==> config.mk <==
export PLATFORM = sky130hd
export DESIGN_NAME = remote_socket_pulse_encoder
export DESIGN_NICKNAME = d
export VERILOG_FILES = /design/src/rtl/rspe_pkg.sv /design/src/rtl/remote_socket_pulse_encoder.sv
export SDC_FILE = /design/constraint.sdc
export NUM_CORES = 1
export LEC_CHECK = 0
export BUFFER_PORTS_ARGS = -buffer_cell sky130_fd_sc_hd__buf_4
export CELL_PAD_IN_SITES_DETAIL_PLACEMENT = 0
export CELL_PAD_IN_SITES_GLOBAL_PLACEMENT = 2
export CORE_UTILIZATION = 40
export DETAILED_ROUTE_END_ITERATION = 7
export PLACE_DENSITY = 0.92
export SLEW_MARGIN = 5
export SYNTH_ARGS = -nofsm -noshare
export SYNTH_HDL_FRONTEND = slang
export SYNTH_SLANG_ARGS = --single-unit
==> constraint.sdc <==
create_clock -name i_clk -period 9.6 [get_ports i_clk]
set_input_delay 0.96 -clock i_clk [delete_from_list [all_inputs] [get_ports i_clk]]
set_output_delay 0.96 -clock i_clk [all_outputs]
set_load 0.005 [all_outputs]
==> src/rtl/rspe_pkg.sv <==
package rspe_pkg;

    localparam int CODE_BITS_DEF  = 34;
    localparam int CODE_COUNT_DEF = 10;
    localparam int ROM_WIDTH      = 64;

    // configuration register indexes
    localparam logic [2:0] CFG_UNIT_TICKS  = 3'd0;
    localparam logic [2:0] CFG_SHORT_UNITS = 3'd1;
    localparam logic [2:0] CFG_LONG_UNITS  = 3'd2;
    localparam logic [2:0] CFG_PAUSE_UNITS = 3'd3;
    localparam logic [2:0] CFG_SYNC_UNITS  = 3'd4;
    localparam logic [2:0] CFG_REPEAT      = 3'd5;

    localparam logic [2:0] CHANNEL_ALL = 3'd4;

    typedef enum logic [1:0] {
        PH_HIGH,
        PH_LOW,
        PH_SYNC,
        PH_PAUSE
    } t_phase;

    typedef enum logic [1:0] {
        ST_NONE,
        ST_ACCEPTED,
        ST_BUSY,
        ST_INVALID
    } t_status;

    function automatic logic [ROM_WIDTH-1:0] code_rom(input logic [3:0] sel);
        logic [ROM_WIDTH-1:0] v;
        case (sel)
            4'd0:    v = 64'h727E0E3C << 2;
            4'd1:    v = 64'h727E0F3D << 2;
            4'd2:    v = 64'h727E0C3F << 2;
            4'd3:    v = 64'h727E0D3E << 2;
            4'd4:    v = 64'h727E0A38 << 2;
            4'd5:    v = 64'h727E0B39 << 2;
            4'd6:    v = 64'h727E0634 << 2;
            4'd7:    v = 64'h727E0735 << 2;
            4'd8:    v = 64'h727E083B << 2;
            4'd9:    v = 64'h727E0437 << 2;
            default: v = '0;
        endcase
        return v;
    endfunction

endpackage

==> src/rtl/remote_socket_pulse_encoder.sv <==
// an accepted request's result is registered in the output register
// throughput: one request per cycle unless the output stalls; the output register lets the next request in
// while the current result is taken (s_axis_tready = !r_out_valid || m_axis_tready)
// each tick request costs only counter updates; segment changes resolve in the same cycle
// reset (synchronous, active low): transmitter idle, output register empty,
// configuration back to its defaults
module remote_socket_pulse_encoder #(
    parameter int CODE_BITS  = rspe_pkg::CODE_BITS_DEF,
    parameter int CODE_COUNT = rspe_pkg::CODE_COUNT_DEF
) (
    input  logic        i_clk,
    input  logic        i_rst_n,
    input  logic        s_axis_tvalid,
    output logic        s_axis_tready,
    input  logic [7:0]  s_axis_tdata,   // [2:0] channel, [3] switch_off, [7:4] zero
    input  logic        s_axis_tuser,   // [0] command
    output logic        m_axis_tvalid,
    input  logic        m_axis_tready,
    output logic [7:0]  m_axis_tdata,   // [0] line_level, [1] power_enable, [2] busy_res,
                                        // [4:3] start_status, [7:5] zero
    output logic        m_axis_tlast,   // finished
    input  logic        i_cfg_valid,
    output logic        o_cfg_ready,
    input  logic [2:0]  i_cfg_index,
    input  logic [19:0] i_cfg_data
);
    import rspe_pkg::*;

    localparam int BW = (CODE_BITS > 1) ? $clog2(CODE_BITS) : 1;
    localparam logic [BW-1:0] LastBit = BW'(CODE_BITS - 1);

    // configuration
    logic [19:0] r_unit_ticks;
    logic [3:0]  r_short_units, r_long_units, r_sync_units, r_repeat;
    logic [5:0]  r_pause_units;

    // transmitter state
    logic                 r_active, n_active;
    logic [CODE_BITS-1:0] r_code, n_code;
    logic [BW-1:0]        r_bit, n_bit;
    logic [3:0]           r_copies, n_copies;
    t_phase               r_phase, n_phase;
    logic [5:0]           r_units, n_units;
    logic [19:0]          r_ticks, n_ticks;
    t_status              n_status;
    logic                 n_finished;

    // output register
    logic    r_out_valid;
    logic    r_line, r_power, r_busy, r_finished;
    t_status r_status;
    logic    n_line;

    logic       s_accept, cfg_accept;
    logic [3:0] sel;
    logic [5:0] short_u, long_u;
    logic [19:0] unit_t;
    logic [ROM_WIDTH-1:0] rom_word;
    logic [CODE_BITS-1:0] rot_code, rom_code;

    assign s_accept      = s_axis_tvalid && s_axis_tready;
    assign s_axis_tready = !r_out_valid || m_axis_tready;
    assign o_cfg_ready   = 1'b1;
    assign cfg_accept    = i_cfg_valid;

    assign sel      = {s_axis_tdata[2:0], s_axis_tdata[3]};
    assign short_u  = (r_short_units == 4'd0) ? 6'd1 : {2'b00, r_short_units};
    assign long_u   = (r_long_units == 4'd0) ? 6'd1 : {2'b00, r_long_units};
    assign unit_t   = (r_unit_ticks == 20'd0) ? 20'd1 : r_unit_ticks;
    assign rot_code = (r_code << 1) | (r_code >> (CODE_BITS - 1));
    assign rom_word = code_rom(sel);
    assign rom_code = rom_word[CODE_BITS-1:0];

    // next state
    always_comb begin
        logic seg_end, to_sync, to_pause, to_copy;
        n_active   = r_active;
        n_code     = r_code;
        n_bit      = r_bit;
        n_copies   = r_copies;
        n_phase    = r_phase;
        n_units    = r_units;
        n_ticks    = r_ticks;
        n_status   = ST_NONE;
        n_finished = 1'b0;
        seg_end    = 1'b0;
        to_sync    = 1'b0;
        to_pause   = 1'b0;
        to_copy    = 1'b0;
        if (s_axis_tuser) begin
            if (r_active) begin
                n_status = ST_BUSY;
            end else if (s_axis_tdata[2:0] > CHANNEL_ALL ||
                         {1'b0, sel} >= 5'(CODE_COUNT)) begin
                n_status = ST_INVALID;
            end else begin
                n_status = ST_ACCEPTED;
                n_active = 1'b1;
                n_code   = rom_code;
                n_bit    = '0;
                n_copies = (r_repeat == 4'd0) ? 4'd1 : r_repeat;
                n_phase  = PH_HIGH;
                n_units  = rom_code[CODE_BITS-1] ? long_u : short_u;
                n_ticks  = unit_t;
            end
        end else if (r_active) begin
            n_ticks = r_ticks - 20'd1;
            if (n_ticks == 20'd0) begin
                n_units = r_units - 6'd1;
                if (n_units == 6'd0) begin
                    seg_end = 1'b1;
                end else begin
                    n_ticks = unit_t;
                end
            end
        end

        if (seg_end) begin
            n_ticks = unit_t;
            case (r_phase)
                PH_HIGH: begin
                    n_phase = PH_LOW;
                    n_units = r_code[CODE_BITS-1] ? short_u : long_u;
                end
                PH_LOW: begin
                    n_code = rot_code;
                    if (r_bit == LastBit) begin
                        to_sync = 1'b1;
                    end else begin
                        n_bit   = r_bit + 1'b1;
                        n_phase = PH_HIGH;
                        n_units = rot_code[CODE_BITS-1] ? long_u : short_u;
                    end
                end
                PH_SYNC:  to_pause = 1'b1;
                default:  to_copy  = 1'b1;
            endcase
            // zero-length sync or pause segments are skipped
            if (to_sync) begin
                if (r_sync_units != 4'd0) begin
                    n_phase = PH_SYNC;
                    n_units = {2'b00, r_sync_units};
                end else begin
                    to_pause = 1'b1;
                end
            end
            if (to_pause) begin
                if (r_pause_units != 6'd0) begin
                    n_phase = PH_PAUSE;
                    n_units = r_pause_units;
                end else begin
                    to_copy = 1'b1;
                end
            end
            if (to_copy) begin
                n_copies = r_copies - 4'd1;
                if (n_copies == 4'd0) begin
                    n_finished = 1'b1;
                    n_active   = 1'b0;
                    n_bit      = '0;
                    n_phase    = PH_HIGH;
                    n_units    = 6'd0;
                    n_ticks    = 20'd0;
                end else begin
                    n_bit   = '0;
                    n_phase = PH_HIGH;
                    n_units = n_code[CODE_BITS-1] ? long_u : short_u;
                end
            end
        end
    end

    // result values
    always_comb begin
        n_line = n_active && (n_phase == PH_HIGH || n_phase == PH_SYNC);
    end

    always_ff @(posedge i_clk) begin
        if (!i_rst_n) begin
            r_unit_ticks  <= 20'd1;
            r_short_units <= 4'd1;
            r_long_units  <= 4'd3;
            r_pause_units <= 6'd29;
            r_sync_units  <= 4'd0;
            r_repeat      <= 4'd8;
        end else if (cfg_accept) begin
            case (i_cfg_index)
                CFG_UNIT_TICKS:  r_unit_ticks  <= i_cfg_data;
                CFG_SHORT_UNITS: r_short_units <= i_cfg_data[3:0];
                CFG_LONG_UNITS:  r_long_units  <= i_cfg_data[3:0];
                CFG_PAUSE_UNITS: r_pause_units <= i_cfg_data[5:0];
                CFG_SYNC_UNITS:  r_sync_units  <= i_cfg_data[3:0];
                CFG_REPEAT:      r_repeat      <= i_cfg_data[3:0];
                default: ;
            endcase
        end
    end

    always_ff @(posedge i_clk) begin
        if (!i_rst_n) begin
            r_active    <= 1'b0;
            r_bit       <= '0;
            r_copies    <= 4'd0;
            r_phase     <= PH_HIGH;
            r_units     <= 6'd0;
            r_ticks     <= 20'd0;
            r_out_valid <= 1'b0;
        end else begin
            if (s_accept) begin
                r_active    <= n_active;
                r_bit       <= n_bit;
                r_copies    <= n_copies;
                r_phase     <= n_phase;
                r_units     <= n_units;
                r_ticks     <= n_ticks;
                r_out_valid <= 1'b1;
            end else if (m_axis_tready) begin
                r_out_valid <= 1'b0;
            end
        end
    end

    always_ff @(posedge i_clk) begin
        if (s_accept) begin
            r_code     <= n_code;
            r_line     <= n_line;
            r_power    <= n_active;
            r_busy     <= n_active;
            r_status   <= n_status;
            r_finished <= n_finished;
        end
    end

    assign m_axis_tvalid = r_out_valid;
    assign m_axis_tdata  = {3'b000, r_status, r_busy, r_power, r_line};
    assign m_axis_tlast  = r_finished;

    a_units_live: assert property (@(posedge i_clk) disable iff (!i_rst_n)
        r_active |-> (r_units != 6'd0 && r_ticks != 20'd0))
        else $error("active transmitter with an empty segment counter");

    a_finish_idle: assert property (@(posedge i_clk) disable iff (!i_rst_n)
        (r_out_valid && r_finished) |-> (!r_busy && !r_line))
        else $error("finished result while still busy");

    a_accept_busy: assert property (@(posedge i_clk) disable iff (!i_rst_n)
        (r_out_valid && r_status == ST_ACCEPTED) |-> (r_busy && r_power))
        else $error("accepted start did not make the block busy");

    a_refuse_hold: assert property (@(posedge i_clk) disable iff (!i_rst_n)
        (s_accept && s_axis_tuser && r_active) |=> (r_active && $stable(r_units)
                                                    && $stable(r_phase)))
        else $error("refused start disturbed the transmission");

    a_idle_bit: assert property (@(posedge i_clk) disable iff (!i_rst_n)
        !r_active |-> (r_bit == '0 && r_copies == 4'd0))
        else $error("idle transmitter holds stale counters");

endmodule
==> out/metrics.cfg <==
[critical_path]
worst-path-buf-inv=2
worstReg2RegStart=r_ticks[0]
crit_arrival_ps=4830
timing.critical_path.cells=inv_1 -> ha_1 -> nor4b_1 -> nand3_1 -> o31ai_1 -> and3_1 -> nand4_1 -> nand2b_1 -> buf_4 -> mux2_2
critical_path.slowest_cell=nor4b_1
startpoint_to_endpoint_class_of_the_critical_path=flip-flop to flip-flop
worstPathMaxFanout=29
cp_slowest_stage_delay_ps=820
cpLargestDelayFamily=simple AND/OR/NAND/NOR gates
critical_path_required_ps=9770
sort_of_element_at_the_end_of_the_critical_path=flip-flop
setup.worst_path.start_class=flip-flop
cp-startpoint=r_ticks[0]

[finish]
areaGrowthSynthToFinish_pct=14.56
diodes=0
final_core_utilization_pct=46.64
instances_no_fill=1067
drive_above_1_share_pct=11.10
nNetsFinal=882
filler_cells_inserted=1621
finalInstanceArea_mm2=0.007707

[place]
gp_congestion=0.8890
dp.final_hpwl_um=12390
pre_cts_slack_ps=5000
port-buffer-count=40
place.detailed.instances=1035
postPlaceCellArea_mm2=0.007101

[cts]
ctsHtreeMaxLevel=4
clock_insertion_delay_at_the_later_pin_of_the_skew_report_ps=420
clockBufferDepth=2
tritoncts_clock_tree=done
post_cts.resized_instances=0
setup_fix_buffers_added_after_clock_tree_synthesis=0
cts_hold_buffers=0
cts.sinks=121
clkTransAtPathRegs_ps=60
numCtsBuffers=17
cts_root_buf=clkbuf_16

[grt]
grt_pass1_wl_um=29460
antenna_found_initial=0
track_usage_pct=21.27
gr-total-overflow=0
first_global_vias=5773
grt_max_degree=58

[logic_synthesis]
count_of_flip_flops_with_a_built_in_enable_after_synthesis=39
ys_async_sr_fraction_pct=0
mappedNetlistArea_mm2=0.006728
synthDistinctLibCells=76
syn_avg_cell_area_um2=8.185
sequential_element_share_of_the_synthesized_area_pct=41.81
synthesis.instances=822
yosysWarnings=0
synth_top_flop_cell=dfxtp_1
ys_ff_latch=121

[pwr]
fin_total_pwr_mw=1.403
power.leakage_nw=2.961
ir_drop_v=0.0001410
p_per_area_mw_per_mm2=182.0

[floorplanning]
die-width_um=131.7
design.portCount=49
floorplan.initialDensity_pct=40.71
die_footprint_mm2=0.01734
die_height_um=131.7
core_mm2=0.01652
rows=47

[detailed_routing]
first_iter_violations=516
first_pass_drt_iterations=6
met3_wirelength_um=1047
remaining_design_rule_violation_count=0
detail_route.vias_per_cell=5.809
wl_met2_um=8073
wl_met1_um=8562
antenna_violating_nets_post_route=0
wire_per_inst_um=16.83
route.top_layer_used=met4
vias=6198
drt-total-wl_um=17960

[timing]
slew_viol_final=0
grt_setup_unrepaired=false
hold-worst-slack_ps=475.3
max_slew_margin_pct=17.01
worst_slew_pin_slew_ps=1245
final_min_period_over_clock_period_pct=48.52
report.final.hold_viol_count=0
setup_total_negative_slack_ps=0
fmax_ghz=0.2147
setup_ws_ps=4942
period_needed_ps=4658
report.final.setup_viol=0
clock_skew_ps=8.035

[run_status]
run_status=finished, final reports clean

[job]
max_cap_viol_count=0

[hold_path]
worstHoldPathType=flip-flop to flip-flop
hold_path_startpoint=r_unit_ticks[17]

## layout by cell type, fill, tap and decap left out, types with 9 or more instances in the layout
cell       netlist  layout
a21oi_1         53      53
a22oi_1          9       9
a31oi_1         12      12
buf_4            8      48
clkbuf_16        0      18
dfxtp_1         82      82
edfxtp_1        39      39
ha_1            11      11
inv_1           20      20
mux2i_1         23      23
nand2_1        135     135
nand3_1         34      34
nand4_1         11      11
nor2_1          91      90
nor3_1          33      33
nor4_1          11      11
o21ai_0         47      47
## cell families (layout without fill, tap and decap cells)
kind of cell,after synthesis,count (layout),share of synthesized area [%]
adder cells (fa/ha/maj),11,11,2.046
AND/OR/NAND/NOR,373,373,26.02
other,2,4,0.1116
buffers and inverters,79,102,5.282
multiplexers,24,24,3.589
XOR/XNOR,10,10,1.302
AO/OA/AOI/OAI,202,202,19.84
flip-flops,121,121,41.81
## final cells by class
cell class              count  area [um^2]  area share (%)
clock buffers              20        467.9           6.071
clock inverters            12        138.9           1.802
inverters                  22        82.58           1.071
multi-input cells         624         3570           46.31
flip-flops and latches    121         2813           36.49
well taps                 220        275.3           3.571
repair buffers             48        360.3           4.675
## registers in the layout, summed over array words and instances, names as in the netlist
register and flops:
r_unit_ticks 20, r_pause_units 6, r_busy 1, r_sync_units 4, r_bit 6, r_long_units 4
r_active 1, r_copies 4, m_axis_tvalid 1, r_code 34, r_units 6, r_ticks 20
r_short_units 4, r_status 2, r_repeat 4, r_phase 2, m_axis_tlast 1, r_line 1
## synth_stat cells (7+ instances only)
cell type	number	area [um^2]
a21o_1	7	52.55
a21oi_1	53	265.3
a221oi_1	8	70.07
a22oi_1	9	67.56
a31oi_1	12	75.07
a32oi_1	7	61.31
buf_2	11	55.05
buf_4	8	60.06
clkbuf_1	35	131.4
dfxtp_1	82	1642
edfxtp_1	39	1171
ha_1	11	137.6
inv_1	20	75.07
mux2i_1	23	230.2
nand2_1	135	506.7
nand2b_1	7	43.79
nand3_1	34	170.2
nand4_1	11	68.82
nor2_1	91	341.6
nor2b_1	7	43.79
nor3_1	33	165.2
nor4_1	11	68.82
o21ai_0	47	235.2
or4_1	7	52.55
xor2_1	7	61.31
## power by group
part	internal, mW	switching [mW]	total (mW)
Combinational	0.0696	0.109	0.179
Clock	0.407	0.240	0.647
Sequential	0.555	0.0213	0.577
## layer usage
metal | global-route usage, % | up-vias
met5 | 0 | -
met4 | 7.106 | 0
met3 | 4.012 | 26
met2 | 32.86 | 195
met1 | 29.68 | 2964
li1 | - | 3013
## worst min-delay path, delay by kind of cell, from the launching register on
family | cells | cell delay, ps
and+or+nand+nor | 1 | 60
AOI/OAI and AO/OA | 1 | 50
DFF | 1 | 320
## path summary, 6_finish.rpt
path	to	slack [ps]	cells past startpoint
max reg2reg	r_code[3]	4940	10
max	r_code[3]	4940	10
min reg2reg	r_ticks[17]	480	2
min	r_ticks[17]	480	2
No activity file was read; power rests on OpenSTA's default activity.
